<file path="src/qet_pkg.sv">
// Shared types, constants and register indexes for the quadratic escape-time engine.
package qet_pkg;

   // Default widths of the iteration counter and of the fraction of all fixed-point values.
   localparam int COUNT_BITS_DEF = 16;
   localparam int FRAC_BITS_DEF  = 24;

   // Integer bits of the internal z format.
   localparam int ZINT_BITS = 24;

   // Configuration port geometry.
   localparam int CSR_IDX_W  = 3;
   localparam int CSR_DATA_W = 32;

   // Register indexes on the configuration port.
   localparam logic [CSR_IDX_W-1:0] CSR_MODE      = 3'd0;
   localparam logic [CSR_IDX_W-1:0] CSR_CONST_RE  = 3'd1;
   localparam logic [CSR_IDX_W-1:0] CSR_CONST_IM  = 3'd2;
   localparam logic [CSR_IDX_W-1:0] CSR_MAX_ITER  = 3'd3;
   localparam logic [CSR_IDX_W-1:0] CSR_ESC_RAD   = 3'd4;

   // Register widths.
   localparam int MAX_ITER_W = 16;
   localparam int ESC_RAD_W  = 13;
   localparam int RSQ_W      = 2 * ESC_RAD_W;
   localparam int ITER_W     = 16;

   // Mode codes.
   localparam logic MODE_JULIA      = 1'b0;
   localparam logic MODE_MANDELBROT = 1'b1;

   // Register values after reset.
   localparam logic                  MODE_RST     = MODE_MANDELBROT;
   localparam logic signed [31:0]    CONST_RE_RST = -32'sd16777216;
   localparam logic signed [31:0]    CONST_IM_RST = 32'sd0;
   localparam logic [MAX_ITER_W-1:0] MAX_ITER_RST = 16'd150;
   localparam logic [ESC_RAD_W-1:0]  ESC_RAD_RST  = 13'd1000;

   // Shift codes of the multiply-accumulate unit, in multiples of the half width.
   localparam logic [1:0] SHIFT_NONE = 2'd0;
   localparam logic [1:0] SHIFT_HALF = 2'd1;
   localparam logic [1:0] SHIFT_FULL = 2'd2;

   typedef struct packed {
      logic signed [31:0] point_re;
      logic signed [31:0] point_im;
   } req_type;

   typedef struct packed {
      logic [ITER_W-1:0] iterations;
      logic              escaped;
   } rsp_type;

   typedef struct packed {
      logic       en;
      logic       clr;
      logic [1:0] shift;
   } mac_ctl_type;

endpackage

</file>
<file path="src/quadratic_escape_time.sv">
// Top level of the quadratic escape-time engine (Mandelbrot and Julia iteration).
//
// Usage: a point (req_data.point_re, req_data.point_im, both Q8.24) is taken as an item at a
// clock edge where start is high and busy is low. The engine then iterates z = z*z + c with
// z held in Q24.24, until the squared modulus of z exceeds escape_radius squared, a new z
// component leaves the Q24.24 range (also an escape), or max_iterations steps are done.
// In Mandelbrot mode z starts at zero and c is the point; in Julia mode z starts at the
// point and c is the configured constant.
// The result item (iteration count and escaped flag) is shown on rsp_data for exactly one
// cycle with rsp_valid high; busy drops in that same cycle. The receiver cannot stall.
// Each complex step forms the three full products re*re, im*im and re*im on the single
// half-width multiplier, from twelve partial products; setup first squares the escape
// radius on the same multiplier. An item that ends because z left the Q24.24 range gives
// its result before the products of the new z are formed, and a zero limit gives it right
// after setup, with no product formed. A new item may start in the cycle the result is
// shown.
// Reset returns the engine to idle, drops any item in flight and restores the
// configuration registers (Mandelbrot mode, c = -1, limit 150, radius 1000).
// Configuration registers are written through csr_we, csr_index and csr_wdata; the user
// must write them only while idle, which the block itself does not enforce.
module quadratic_escape_time
   import qet_pkg::*;
#(
   parameter int COUNT_BITS = COUNT_BITS_DEF,
   parameter int FRAC_BITS  = FRAC_BITS_DEF
) (
   input  logic                  clock,
   input  logic                  reset,
   input  logic                  start,
   output logic                  busy,
   input  req_type               req_data,
   output logic                  rsp_valid,
   output rsp_type               rsp_data,
   input  logic                  csr_we,
   input  logic [CSR_IDX_W-1:0]  csr_index,
   input  logic [CSR_DATA_W-1:0] csr_wdata
);

   // z is signed with ZINT_BITS integer bits; magnitudes are split into two halves.
   localparam int ZW    = ZINT_BITS + FRAC_BITS;
   localparam int HW    = (ZW + 1) / 2;
   localparam int AW    = 4 * HW;
   localparam int SQW   = 2 * ZW;
   localparam int DW    = 2 * ZW + 1;
   localparam int LW    = (COUNT_BITS > MAX_ITER_W) ? COUNT_BITS : MAX_ITER_W;

   // Sequencer states.
   localparam logic [2:0] ST_IDLE  = 3'd0;
   localparam logic [2:0] ST_RSQ   = 3'd1;
   localparam logic [2:0] ST_RSQW  = 3'd2;
   localparam logic [2:0] ST_MUL   = 3'd3;
   localparam logic [2:0] ST_MFIN  = 3'd4;
   localparam logic [2:0] ST_STEP1 = 3'd5;
   localparam logic [2:0] ST_STEP2 = 3'd6;
   localparam logic [2:0] ST_NORM  = 3'd7;

   // Sub-step counts of the product phase: four partial products for each full product.
   localparam logic [3:0] MSUB_II   = 4'd4;
   localparam logic [3:0] MSUB_RI   = 4'd8;
   localparam logic [3:0] MSUB_LAST = 4'd11;

   // Configuration registers.
   logic                  mode_ff,     mode_in;
   logic signed [31:0]    const_re_ff, const_re_in;
   logic signed [31:0]    const_im_ff, const_im_in;
   logic [MAX_ITER_W-1:0] max_iter_ff, max_iter_in;
   logic [ESC_RAD_W-1:0]  esc_rad_ff,  esc_rad_in;

   // Sequencer and datapath registers.
   logic [2:0]            state_ff, state_in;
   logic [3:0]            msub_ff,  msub_in;
   logic                  first_ff, first_in;
   logic [COUNT_BITS-1:0] cnt_ff,   cnt_in;
   logic signed [ZW-1:0]  zr_ff,    zr_in;
   logic signed [ZW-1:0]  zi_ff,    zi_in;
   logic signed [31:0]    cr_ff,    cr_in;
   logic signed [31:0]    ci_ff,    ci_in;
   logic [RSQ_W-1:0]      rsq_ff,   rsq_in;
   logic [SQW-1:0]        rr_ff,    rr_in;
   logic [SQW-1:0]        ii_ff,    ii_in;
   logic [SQW-1:0]        ri_ff,    ri_in;
   logic signed [DW-1:0]  dr_ff,    dr_in;
   logic signed [DW-1:0]  di_ff,    di_in;
   logic                  rsp_valid_ff, rsp_valid_in;
   rsp_type               rsp_data_ff,  rsp_data_in;

   // Shared multiplier.
   mac_ctl_type           mac_ctl;
   logic [HW-1:0]         mac_a;
   logic [HW-1:0]         mac_b;
   logic [AW-1:0]         acc;

   // Combinational helpers.
   logic [ZW-1:0]         zr_mag;
   logic [ZW-1:0]         zi_mag;
   logic [2*HW-1:0]       opa_full;
   logic [2*HW-1:0]       opb_full;
   logic [1:0]            part;
   logic [1:0]            prod_sel;
   logic [LW-1:0]         lim_ext;
   logic [LW-1:0]         cnt_max;
   logic [COUNT_BITS-1:0] limit;
   logic [COUNT_BITS-1:0] cnt_inc;
   logic signed [DW-1:0]  nr;
   logic signed [DW-1:0]  ni;
   logic [DW-ZW:0]        nr_top;
   logic [DW-ZW:0]        ni_top;
   logic                  z_fits;
   logic [DW-1:0]         norm;
   logic [DW-1:0]         thr;

   qet_mac #(
      .HALF_W (HW)
   ) u_mac (
      .clock (clock),
      .ctl   (mac_ctl),
      .op_a  (mac_a),
      .op_b  (mac_b),
      .acc   (acc)
   );

   // The iteration limit saturates at the largest count the counter can hold.
   assign lim_ext = LW'(max_iter_ff);
   assign cnt_max = LW'({COUNT_BITS{1'b1}});
   assign limit   = (lim_ext > cnt_max) ? COUNT_BITS'(cnt_max) : COUNT_BITS'(lim_ext);
   assign cnt_inc = cnt_ff + 1'b1;

   // Operand magnitudes; squares and the cross product are formed unsigned.
   assign zr_mag   = zr_ff[ZW-1] ? ZW'(-zr_ff) : ZW'(zr_ff);
   assign zi_mag   = zi_ff[ZW-1] ? ZW'(-zi_ff) : ZW'(zi_ff);
   assign part     = msub_ff[1:0];
   assign prod_sel = msub_ff[3:2];
   assign opa_full = (prod_sel == 2'd1) ? (2*HW)'(zi_mag) : (2*HW)'(zr_mag);
   assign opb_full = (prod_sel == 2'd0) ? (2*HW)'(zr_mag) : (2*HW)'(zi_mag);

   always_comb begin
      mac_ctl = '0;
      mac_a   = '0;
      mac_b   = '0;
      if (state_ff == ST_RSQ) begin
         mac_ctl.en  = 1'b1;
         mac_ctl.clr = 1'b1;
         mac_a       = HW'(esc_rad_ff);
         mac_b       = HW'(esc_rad_ff);
      end else if (state_ff == ST_MUL) begin
         mac_ctl.en    = 1'b1;
         mac_ctl.clr   = (part == 2'd0);
         mac_ctl.shift = {part[1] & part[0], part[1] ^ part[0]};
         mac_a         = part[1] ? opa_full[2*HW-1:HW] : opa_full[HW-1:0];
         mac_b         = part[0] ? opb_full[2*HW-1:HW] : opb_full[HW-1:0];
      end
   end

   // New z: the floor division by the fraction scale is an arithmetic shift.
   assign nr     = (dr_ff >>> FRAC_BITS) + DW'(cr_ff);
   assign ni     = (di_ff >>> (FRAC_BITS - 1)) + DW'(ci_ff);
   assign nr_top = nr[DW-1:ZW-1];
   assign ni_top = ni[DW-1:ZW-1];
   assign z_fits = ((&nr_top) | ~(|nr_top)) & ((&ni_top) | ~(|ni_top));

   // Squared modulus against R*R scaled to the product format.
   assign norm = DW'(rr_ff) + DW'(ii_ff);
   assign thr  = DW'(rsq_ff) << (2 * FRAC_BITS);

   // Configuration writes.
   always_comb begin
      mode_in     = mode_ff;
      const_re_in = const_re_ff;
      const_im_in = const_im_ff;
      max_iter_in = max_iter_ff;
      esc_rad_in  = esc_rad_ff;
      if (csr_we) begin
         unique case (csr_index)
            CSR_MODE:     mode_in     = csr_wdata[0];
            CSR_CONST_RE: const_re_in = csr_wdata;
            CSR_CONST_IM: const_im_in = csr_wdata;
            CSR_MAX_ITER: max_iter_in = csr_wdata[MAX_ITER_W-1:0];
            CSR_ESC_RAD:  esc_rad_in  = csr_wdata[ESC_RAD_W-1:0];
            default:      ;
         endcase
      end
   end

   // Sequencer.
   always_comb begin
      state_in     = state_ff;
      msub_in      = msub_ff;
      first_in     = first_ff;
      cnt_in       = cnt_ff;
      zr_in        = zr_ff;
      zi_in        = zi_ff;
      cr_in        = cr_ff;
      ci_in        = ci_ff;
      rsq_in       = rsq_ff;
      rr_in        = rr_ff;
      ii_in        = ii_ff;
      ri_in        = ri_ff;
      dr_in        = dr_ff;
      di_in        = di_ff;
      rsp_valid_in = 1'b0;
      rsp_data_in  = rsp_data_ff;

      unique case (state_ff)
         ST_IDLE: begin
            if (start) begin
               if (mode_ff == MODE_MANDELBROT) begin
                  zr_in = '0;
                  zi_in = '0;
                  cr_in = req_data.point_re;
                  ci_in = req_data.point_im;
               end else begin
                  zr_in = ZW'(req_data.point_re);
                  zi_in = ZW'(req_data.point_im);
                  cr_in = const_re_ff;
                  ci_in = const_im_ff;
               end
               cnt_in   = '0;
               first_in = 1'b1;
               state_in = ST_RSQ;
            end
         end
         ST_RSQ: begin
            state_in = ST_RSQW;
         end
         ST_RSQW: begin
            rsq_in = acc[RSQ_W-1:0];
            if (limit == '0) begin
               rsp_valid_in           = 1'b1;
               rsp_data_in.iterations = '0;
               rsp_data_in.escaped    = 1'b0;
               state_in               = ST_IDLE;
            end else begin
               msub_in  = '0;
               state_in = ST_MUL;
            end
         end
         ST_MUL: begin
            // The accumulator holds the previous full product when a new one opens.
            if (msub_ff == MSUB_II) begin
               rr_in = acc[SQW-1:0];
            end
            if (msub_ff == MSUB_RI) begin
               ii_in = acc[SQW-1:0];
            end
            if (msub_ff == MSUB_LAST) begin
               state_in = ST_MFIN;
            end else begin
               msub_in = msub_ff + 1'b1;
            end
         end
         ST_MFIN: begin
            ri_in = acc[SQW-1:0];
            if (first_ff) begin
               first_in = 1'b0;
               state_in = ST_STEP1;
            end else begin
               state_in = ST_NORM;
            end
         end
         ST_STEP1: begin
            dr_in = DW'(rr_ff) - DW'(ii_ff);
            di_in = (zr_ff[ZW-1] ^ zi_ff[ZW-1]) ? -DW'(ri_ff) : DW'(ri_ff);
            state_in = ST_STEP2;
         end
         ST_STEP2: begin
            if (!z_fits) begin
               rsp_valid_in           = 1'b1;
               rsp_data_in.iterations = ITER_W'(cnt_ff);
               rsp_data_in.escaped    = 1'b1;
               state_in               = ST_IDLE;
            end else begin
               zr_in    = nr[ZW-1:0];
               zi_in    = ni[ZW-1:0];
               msub_in  = '0;
               state_in = ST_MUL;
            end
         end
         ST_NORM: begin
            if (norm > thr) begin
               rsp_valid_in           = 1'b1;
               rsp_data_in.iterations = ITER_W'(cnt_ff);
               rsp_data_in.escaped    = 1'b1;
               state_in               = ST_IDLE;
            end else if (cnt_inc == limit) begin
               rsp_valid_in           = 1'b1;
               rsp_data_in.iterations = ITER_W'(cnt_inc);
               rsp_data_in.escaped    = 1'b0;
               state_in               = ST_IDLE;
            end else begin
               // The squares of the new z are already in place for the next step.
               cnt_in   = cnt_inc;
               state_in = ST_STEP1;
            end
         end
         default: begin
            state_in = ST_IDLE;
         end
      endcase
   end

   always_ff @(posedge clock) begin
      if (reset) begin
         state_ff     <= ST_IDLE;
         rsp_valid_ff <= 1'b0;
         mode_ff      <= MODE_RST;
         const_re_ff  <= CONST_RE_RST;
         const_im_ff  <= CONST_IM_RST;
         max_iter_ff  <= MAX_ITER_RST;
         esc_rad_ff   <= ESC_RAD_RST;
      end else begin
         state_ff     <= state_in;
         rsp_valid_ff <= rsp_valid_in;
         mode_ff      <= mode_in;
         const_re_ff  <= const_re_in;
         const_im_ff  <= const_im_in;
         max_iter_ff  <= max_iter_in;
         esc_rad_ff   <= esc_rad_in;
      end
      msub_ff     <= msub_in;
      first_ff    <= first_in;
      cnt_ff      <= cnt_in;
      zr_ff       <= zr_in;
      zi_ff       <= zi_in;
      cr_ff       <= cr_in;
      ci_ff       <= ci_in;
      rsq_ff      <= rsq_in;
      rr_ff       <= rr_in;
      ii_ff       <= ii_in;
      ri_ff       <= ri_in;
      dr_ff       <= dr_in;
      di_ff       <= di_in;
      rsp_data_ff <= rsp_data_in;
   end

   assign busy      = (state_ff != ST_IDLE);
   assign rsp_valid = rsp_valid_ff;
   assign rsp_data  = rsp_data_ff;

   // Every finished item produces its result in the cycle the engine goes idle.
   a_done_gives_result: assert property (@(posedge clock) disable iff (reset)
      $fell(busy) && !$past(reset) |-> rsp_valid)
      else $error("engine went idle without a result");

   // A result is only shown while the engine is idle.
   a_result_when_idle: assert property (@(posedge clock) disable iff (reset)
      rsp_valid |-> !busy)
      else $error("result shown while busy");

   // A result always follows an item in work.
   a_result_has_item: assert property (@(posedge clock) disable iff (reset)
      rsp_valid |-> $past(busy))
      else $error("result without an item in work");

endmodule

</file>
<file path="src/qet_mac.sv">
// Shared multiply-accumulate unit: one half-width product a cycle while enabled, shifted into an accumulator.
module qet_mac
   import qet_pkg::*;
#(
   parameter int HALF_W = 24
) (
   input  logic                  clock,
   input  mac_ctl_type           ctl,
   input  logic [HALF_W-1:0]     op_a,
   input  logic [HALF_W-1:0]     op_b,
   output logic [4*HALF_W-1:0]   acc
);

   localparam int ACC_W = 4 * HALF_W;

   logic [ACC_W-1:0]    acc_ff;
   logic [ACC_W-1:0]    acc_in;
   logic [2*HALF_W-1:0] prod;
   logic [ACC_W-1:0]    prod_sh;

   assign prod = (2*HALF_W)'(op_a) * (2*HALF_W)'(op_b);

   always_comb begin
      unique case (ctl.shift)
         SHIFT_NONE: prod_sh = ACC_W'(prod);
         SHIFT_HALF: prod_sh = ACC_W'(prod) << HALF_W;
         SHIFT_FULL: prod_sh = ACC_W'(prod) << (2 * HALF_W);
         default:    prod_sh = '0;
      endcase
      acc_in = acc_ff;
      if (ctl.en) begin
         acc_in = (ctl.clr ? '0 : acc_ff) + prod_sh;
      end
   end

   always_ff @(posedge clock) begin
      acc_ff <= acc_in;
   end

   assign acc = acc_ff;

endmodule

</file>
<file path="config.mk">
export PLATFORM = sky130hd
export DESIGN_NAME = quadratic_escape_time
export DESIGN_NICKNAME = d
export VERILOG_FILES = /design/src/qet_pkg.sv /design/src/quadratic_escape_time.sv /design/src/qet_mac.sv
export SDC_FILE = /design/constraint.sdc
export NUM_CORES = 2
export LEC_CHECK = 0
export BUFFER_PORTS_ARGS = -buffer_cell sky130_fd_sc_hd__buf_4
export CAP_MARGIN = 5
export CORE_ASPECT_RATIO = 0.75
export CORE_UTILIZATION = 40
export CTS_CLUSTER_DIAMETER = 30
export DETAILED_ROUTE_END_ITERATION = 8
export GPL_TIMING_DRIVEN = 0
export SYNTH_ARGS = -nofsm -noshare
export SYNTH_HDL_FRONTEND = slang
export SYNTH_SLANG_ARGS = --single-unit
</file>
<file path="constraint.sdc">
create_clock -name clock -period 19.9 [get_ports clock]
set_clock_uncertainty 0.1 [all_clocks]
set_input_delay 4.975 -clock clock [delete_from_list [all_inputs] [get_ports clock]]
set_output_delay 4.975 -clock clock [all_outputs]
set_load 0.02 [all_outputs]
</file>
After elaboration in Yosys (flattened, before gate mapping)
Cells that the tools add are included.

Multipliers: 1. Equal/unequal tests: 28. Add/sub/neg operators: 10. $lt $le $gt $ge: 2. Mux-type cells: 55. Bitwise gates (word level): 8. Reduce and logical (&&, ||, !) cells: 30.

Operators with widths (number): $mux W48 (10); $pmux W96 S3 (1); $mux W96 (2); $pmux W48 S2 (2); $mux W24 (6); $reduce_and A50 Y1 (2); $reduce_or A50 Y1 (2); $add A96 B96 Y97 (1); $gt A97 B74 Y1 (1); $neg A96 Y97 (1); $sub A96 B96 Y97 (1); $add A96 B96 Y96 (1); $neg A48 Y48 (2); $add A74 B32 Y75 (1); $add A73 B32 Y74 (1); $mux W17 (4); $mux W16 (4); $mux W32 (2); $pmux W17 S3 (1); $mul A24 B24 Y48 (1); $pmux W16 S2 (1); $pmux W3 S8 (1); $reduce_and A2 Y1 (10); $add A16 B1 Y16 const B (1); 31 further kinds (75).

Logic and storage cells: 158. Bits of input ports: 103. Output and inout port bits: 19. Bits in registers: 900.

Longest topological paths before layout
Word-level depth: 9. Gate-level depth with buffers: 62.

By module
Synthesis repeated with hierarchy kept, for this count alone.

Cell total of the unflattened synthesis: 9261. Area, all modules: 83583.9 um^2.

By module, submodules not included: quadratic_escape_time (area an instance 54076.9 um^2, cells an instance 5778, times used 1); qet_mac (area an instance 29507.0 um^2, cells an instance 3483, times used 1).

Worst setup path before layout
Ideal clock, no wire load.

Kind: flip-flop to flip-flop. Start: register zr_ff[2]. End: register u_mac.acc_ff[93], in the netlist u_mac.acc[93], data pin. Library setup time: 0.264 ns. Path buffers: 2. Required time: 19.536 ns. Setup slack: 4.399 ns. Cell stages (with the launch flop): 56. Arrival time: 15.137 ns. Clock period less this slack: 15.501 ns. Path through: edfxtp_1 > or4_4 > or3_1 > or3_4 > or4_4 > or4_4 > or3_1 > or4_1 > buf_2 > o31ai_1 > xor2_1 > mux4_2 > nor2_1 > o21a_1 > clkbuf_1 > nand2_1 > fa_1 > inv_1 > [... 20 more ...] > a31oi_1 > xnor2_1 > o22ai_1 > ha_1 > a21o_1 > a21o_1 > a21oi_1 > o311ai_0 > nor2_1 > o21ai_0 > o2111ai_1 > nand3_1 > a31o_2 > a211o_1 > a221oi_1 > o21ai_0 > a221oi_1 > xnor2_1.

Word-level cells in the longest chain between the ends: 9. Elaborated cells between the ends (all ways): 13.

RTL lines: start: declaration (RTL line quadratic_escape_time.sv:74) `logic signed [ZW-1:0] zr_ff, zr_in;`; start signal: assignment (RTL line quadratic_escape_time.sv:322) `zr_ff <= zr_in;`; $neg A48 Y48 (RTL line quadratic_escape_time.sv:129) `assign zr_mag = zr_ff[ZW-1] ? ZW'(-zr_ff) : ZW'(zr_ff);`; $mux W48 (*) (RTL line quadratic_escape_time.sv:129); $mux W48 (on tied branches) (RTL line quadratic_escape_time.sv:133, quadratic_escape_time.sv:134); $mux W24 (on tied branches) (RTL line quadratic_escape_time.sv:149, quadratic_escape_time.sv:150); $mux W24 (RTL line quadratic_escape_time.sv:145) `end else if (state_ff == ST_MUL) begin`; $mux W24 (RTL line quadratic_escape_time.sv:140) `if (state_ff == ST_RSQ) begin`; $mul A24 B24 Y48 (*) (RTL line qet_mac.sv:21) `assign prod = (2*HALF_W)'(op_a) * (2*HALF_W)'(op_b);`; $pmux W96 S3 (*) (RTL line qet_mac.sv:24) `unique case (ctl.shift)`; $add A96 B96 Y96 (*) (RTL line qet_mac.sv:32) `acc_in = (ctl.clr ? '0 : acc_ff) + prod_sh;`; end signal: assignment (RTL line qet_mac.sv:37) `acc_ff <= acc_in;`; end: declaration (RTL line qet_mac.sv:16) `logic [ACC_W-1:0] acc_ff;`.

Mark *: on every way between the ends. The rest lies on a longest branch, timed or not. A chain may end at the register's enable or synchronous reset.

Worst setup path in the final report
Ends and elaborated chain as after synthesis.

==> metrics.txt <==
Pint 5.00 mW; clock share of power 35.6%; GPL Wtd Cong just under 1; die area 211000 um^2; maximum capacitance violations 3; Max Slew Vio Count 2; switching power total 3.26 mW; layout net count around 11000; Critical Path Slowest Stage Cell fa_1; Tmin final 19.57 ns; sequential area share after synthesis 29.5%; area post-placement 88600 um^2; number of port buffers 120; Top FF cell, synth edfxtp_1; share of flip-flops with an asynchronous set or reset 0%; initial antenna violation count 40; Crit Path Category reg -> reg; Hold Fails Final Rpt 0; EDFF count, synth 755; Setup Viol. Count Final 0; Clock Tree Buf Depth 4; total global-route track usage about a third; Die Ht 398 um; outcome finished with violations; vias in the first global route 71400; DRC 0; top cell type's share of synthesized area between 20% and 30%; Reg power frac 31.0%; cts hold-fix bufs 0; largest net degree at the start of global routing 65; CP Max Fanout 10; Req. time, crit path 20.37 ns; setup TNS 0 ns; share of cells above drive strength 1 under 10%; post-placement setup slack 0.323 ns; Via density 6.04; post-DP HPWL just over 300000 um; cells on worst reg2reg path 54; worst r2r src zr_ff[2]$_DFFE_PP_; list of most frequent post-synthesis cells nand2_1, inv_1, edfxtp_1; most frequent cell after synthesis nand2_1; Final Instance Count excl. Fillers 12700; final WL 362000 um; Peak Freq between 50 and 60 MHz; Pleak 38.3 nW; sw frac about two fifths; setup ws final 0.329 ns; Pwr Density between 80 and 90 nW/um^2; Comb power frac 33.4%; clock sinks 853; DR WL/cell about 29 um; total gr overflow 0; critical path arrival 20.05 ns; clock latency on the worst-skew pair 0.84 ns; Root Driver clkbuf_16; initial DRC count 10100; Yosys Warn Count 0; Max IR drop VDD 87.2 uV; Worst setup EP type flip-flop; Post-Syn Area per Cell 8.88 um^2; Worst Max-Slew Pin Slew 1.58 ns; Util after Layout 45.8%; Tot Pwr 8.26 mW; RSZ-0062 raised after global routing no; clk slew on worst S/H paths 0.06 ns; die width 530 um; Post-Syn Instances 9404; Hold WC Path Type reg -> reg; hold path depth 2; vias post-DR ~77000; CTS tree built; critical path startpoint category flip-flop; critical path's most frequent cell fa_1; dominant cell type by area after synthesis edfxtp_1; P&R area growth vs syn 13.3%; Initial Utilization between 40% and 50%; H-tree depth 4; number of top-level pins 122; Min Hold Slack 0.355 ns; cell count after placement roughly 12000; synthesized area 83500 um^2; R2R Setup Slk between 0.3 and 0.4 ns; Tcrit/Tclk final between 90 and 100%; FF+latch count, synth roughly 850; reg2reg end u_mac.acc[93]$_DFFE_PP_; Netlist cell types 83; first-pass GRT wire length between 500000 and 600000 um; antenna-violating nets left 0; syn nets 10600; max incr delay on CP 0.79 ns; hold endpoint const_re_ff[13]$_SDFFE_PP0P_; top post-synthesis cells by area edfxtp_1, fa_1, ha_1; area of the core 206000 um^2; final instance area 94600 um^2; Num CTS Buffers 176; failing checks capacitance limit, slew limit; # rows 144; min-delay src const_re_ff[13]$_SDFFE_PP0P_; DR pass1 iterations 6; slew margin rel. -6.30%
[metal layers]
metal | track usage (%) | wire, um
met5 | 0 | 78
met4 | 7.91 | 9410
met3 | 10.8 | 45800
met2 | 45.4 | 140000
met1 | 51.2 | 167000
[critical path, delay by kind of cell, from the launching register on]
| family | cells | cell delay (ns) |
|---|---|---|
| AOI/OAI and AO/OA | 20 | 6.47 |
| xor gates and xnor gates | 3 | 0.85 |
| adders and majority gates | 9 | 4.73 |
| and+or+nand+nor | 15 | 5.34 |
| DFF | 1 | 0.52 |
| buffers and inverters | 6 | 0.95 |
| muxes | 1 | 0.33 |
[cells by family after synthesis]
family                     share of synthesized area [%]
muxes                                               2.29
and+or+nand+nor                                     18.0
buffers and inverters                               6.40
AOI/OAI and AO/OA                                   16.7
xor gates and xnor gates                            5.88
DFF                                                 29.5
adders and majority gates                           21.2
[cell type report]
type                       count  area [um^2]
sequential                   853        24600
tap                         2774         3470
buffer                       462         1770
timing repair buffer         164         1540
inverter                     957         3600
clock inverter               112         1220
fill                       20300       112000
clock buffer                 202         4640
multi-input combinational   7132        53700
antenna                       47          118
[flip-flops by register name (all words and copies together) (netlist names), 48 cells and up]
register	cells
di_ff	74
dr_ff	73
ii_ff	96
ri_ff	96
rr_ff	96
u_mac.acc	96
zi_ff	48
zr_ff	48
[repair_timing]
| action | 4_1_cts | 5_1_grt |
|---|---|---|
| endpoints found under the setup margin | 0 | 6 |
| endpoints found under the hold margin | 0 | 0 |
| resized for setup | 0 | 38 |
| setup buffers | 0 | 0 |
[worst max path at each step]
stage | from | end | slack (ns) | cells past startpoint
floorplan | zr_ff[2]$_DFFE_PP_ | u_mac.acc[93]$_DFFE_PP_ | 4.40 | 55
global placement | state_ff[0]$_SDFFE_PP0P_ | u_mac.acc[93]$_DFFE_PP_ | -1.69 | 46
detailed placement | zr_ff[2]$_DFFE_PP_ | u_mac.acc[93]$_DFFE_PP_ | 0.32 | 54
CTS | zr_ff[2]$_DFFE_PP_ | u_mac.acc[93]$_DFFE_PP_ | 0.20 | 54
global route | zr_ff[4]$_DFFE_PP_ | u_mac.acc[93]$_DFFE_PP_ | 0.003 | 56
finish | zr_ff[2]$_DFFE_PP_ | u_mac.acc[93]$_DFFE_PP_ | 0.33 | 54
[power by group through the flow]
stage | clock network, mW | registers [mW] | logic (mW)
floorplan | 0 | 2.37 | 1.72
finish | 2.94 | 2.56 | 2.76
CTS | 2.96 | 2.56 | 2.68
detailed placement | 0 | 2.59 | 2.66
global placement | 0 | 2.62 | 2.60
global route | 3.04 | 2.56 | 2.95
[layout by cell type, fill, tap and decap left out, drive strengths merged, types with 183 or more instances in the layout]
cell type	instances
nand2	1091
inv	987
edfxtp	755
a21oi	725
clkbuf	645
ha	639
nor2	634
fa	486
o21ai	469
xnor2	321
xor2	240
and2	202
buf	183
Note: power is estimated with default switching activity, not from simulation.
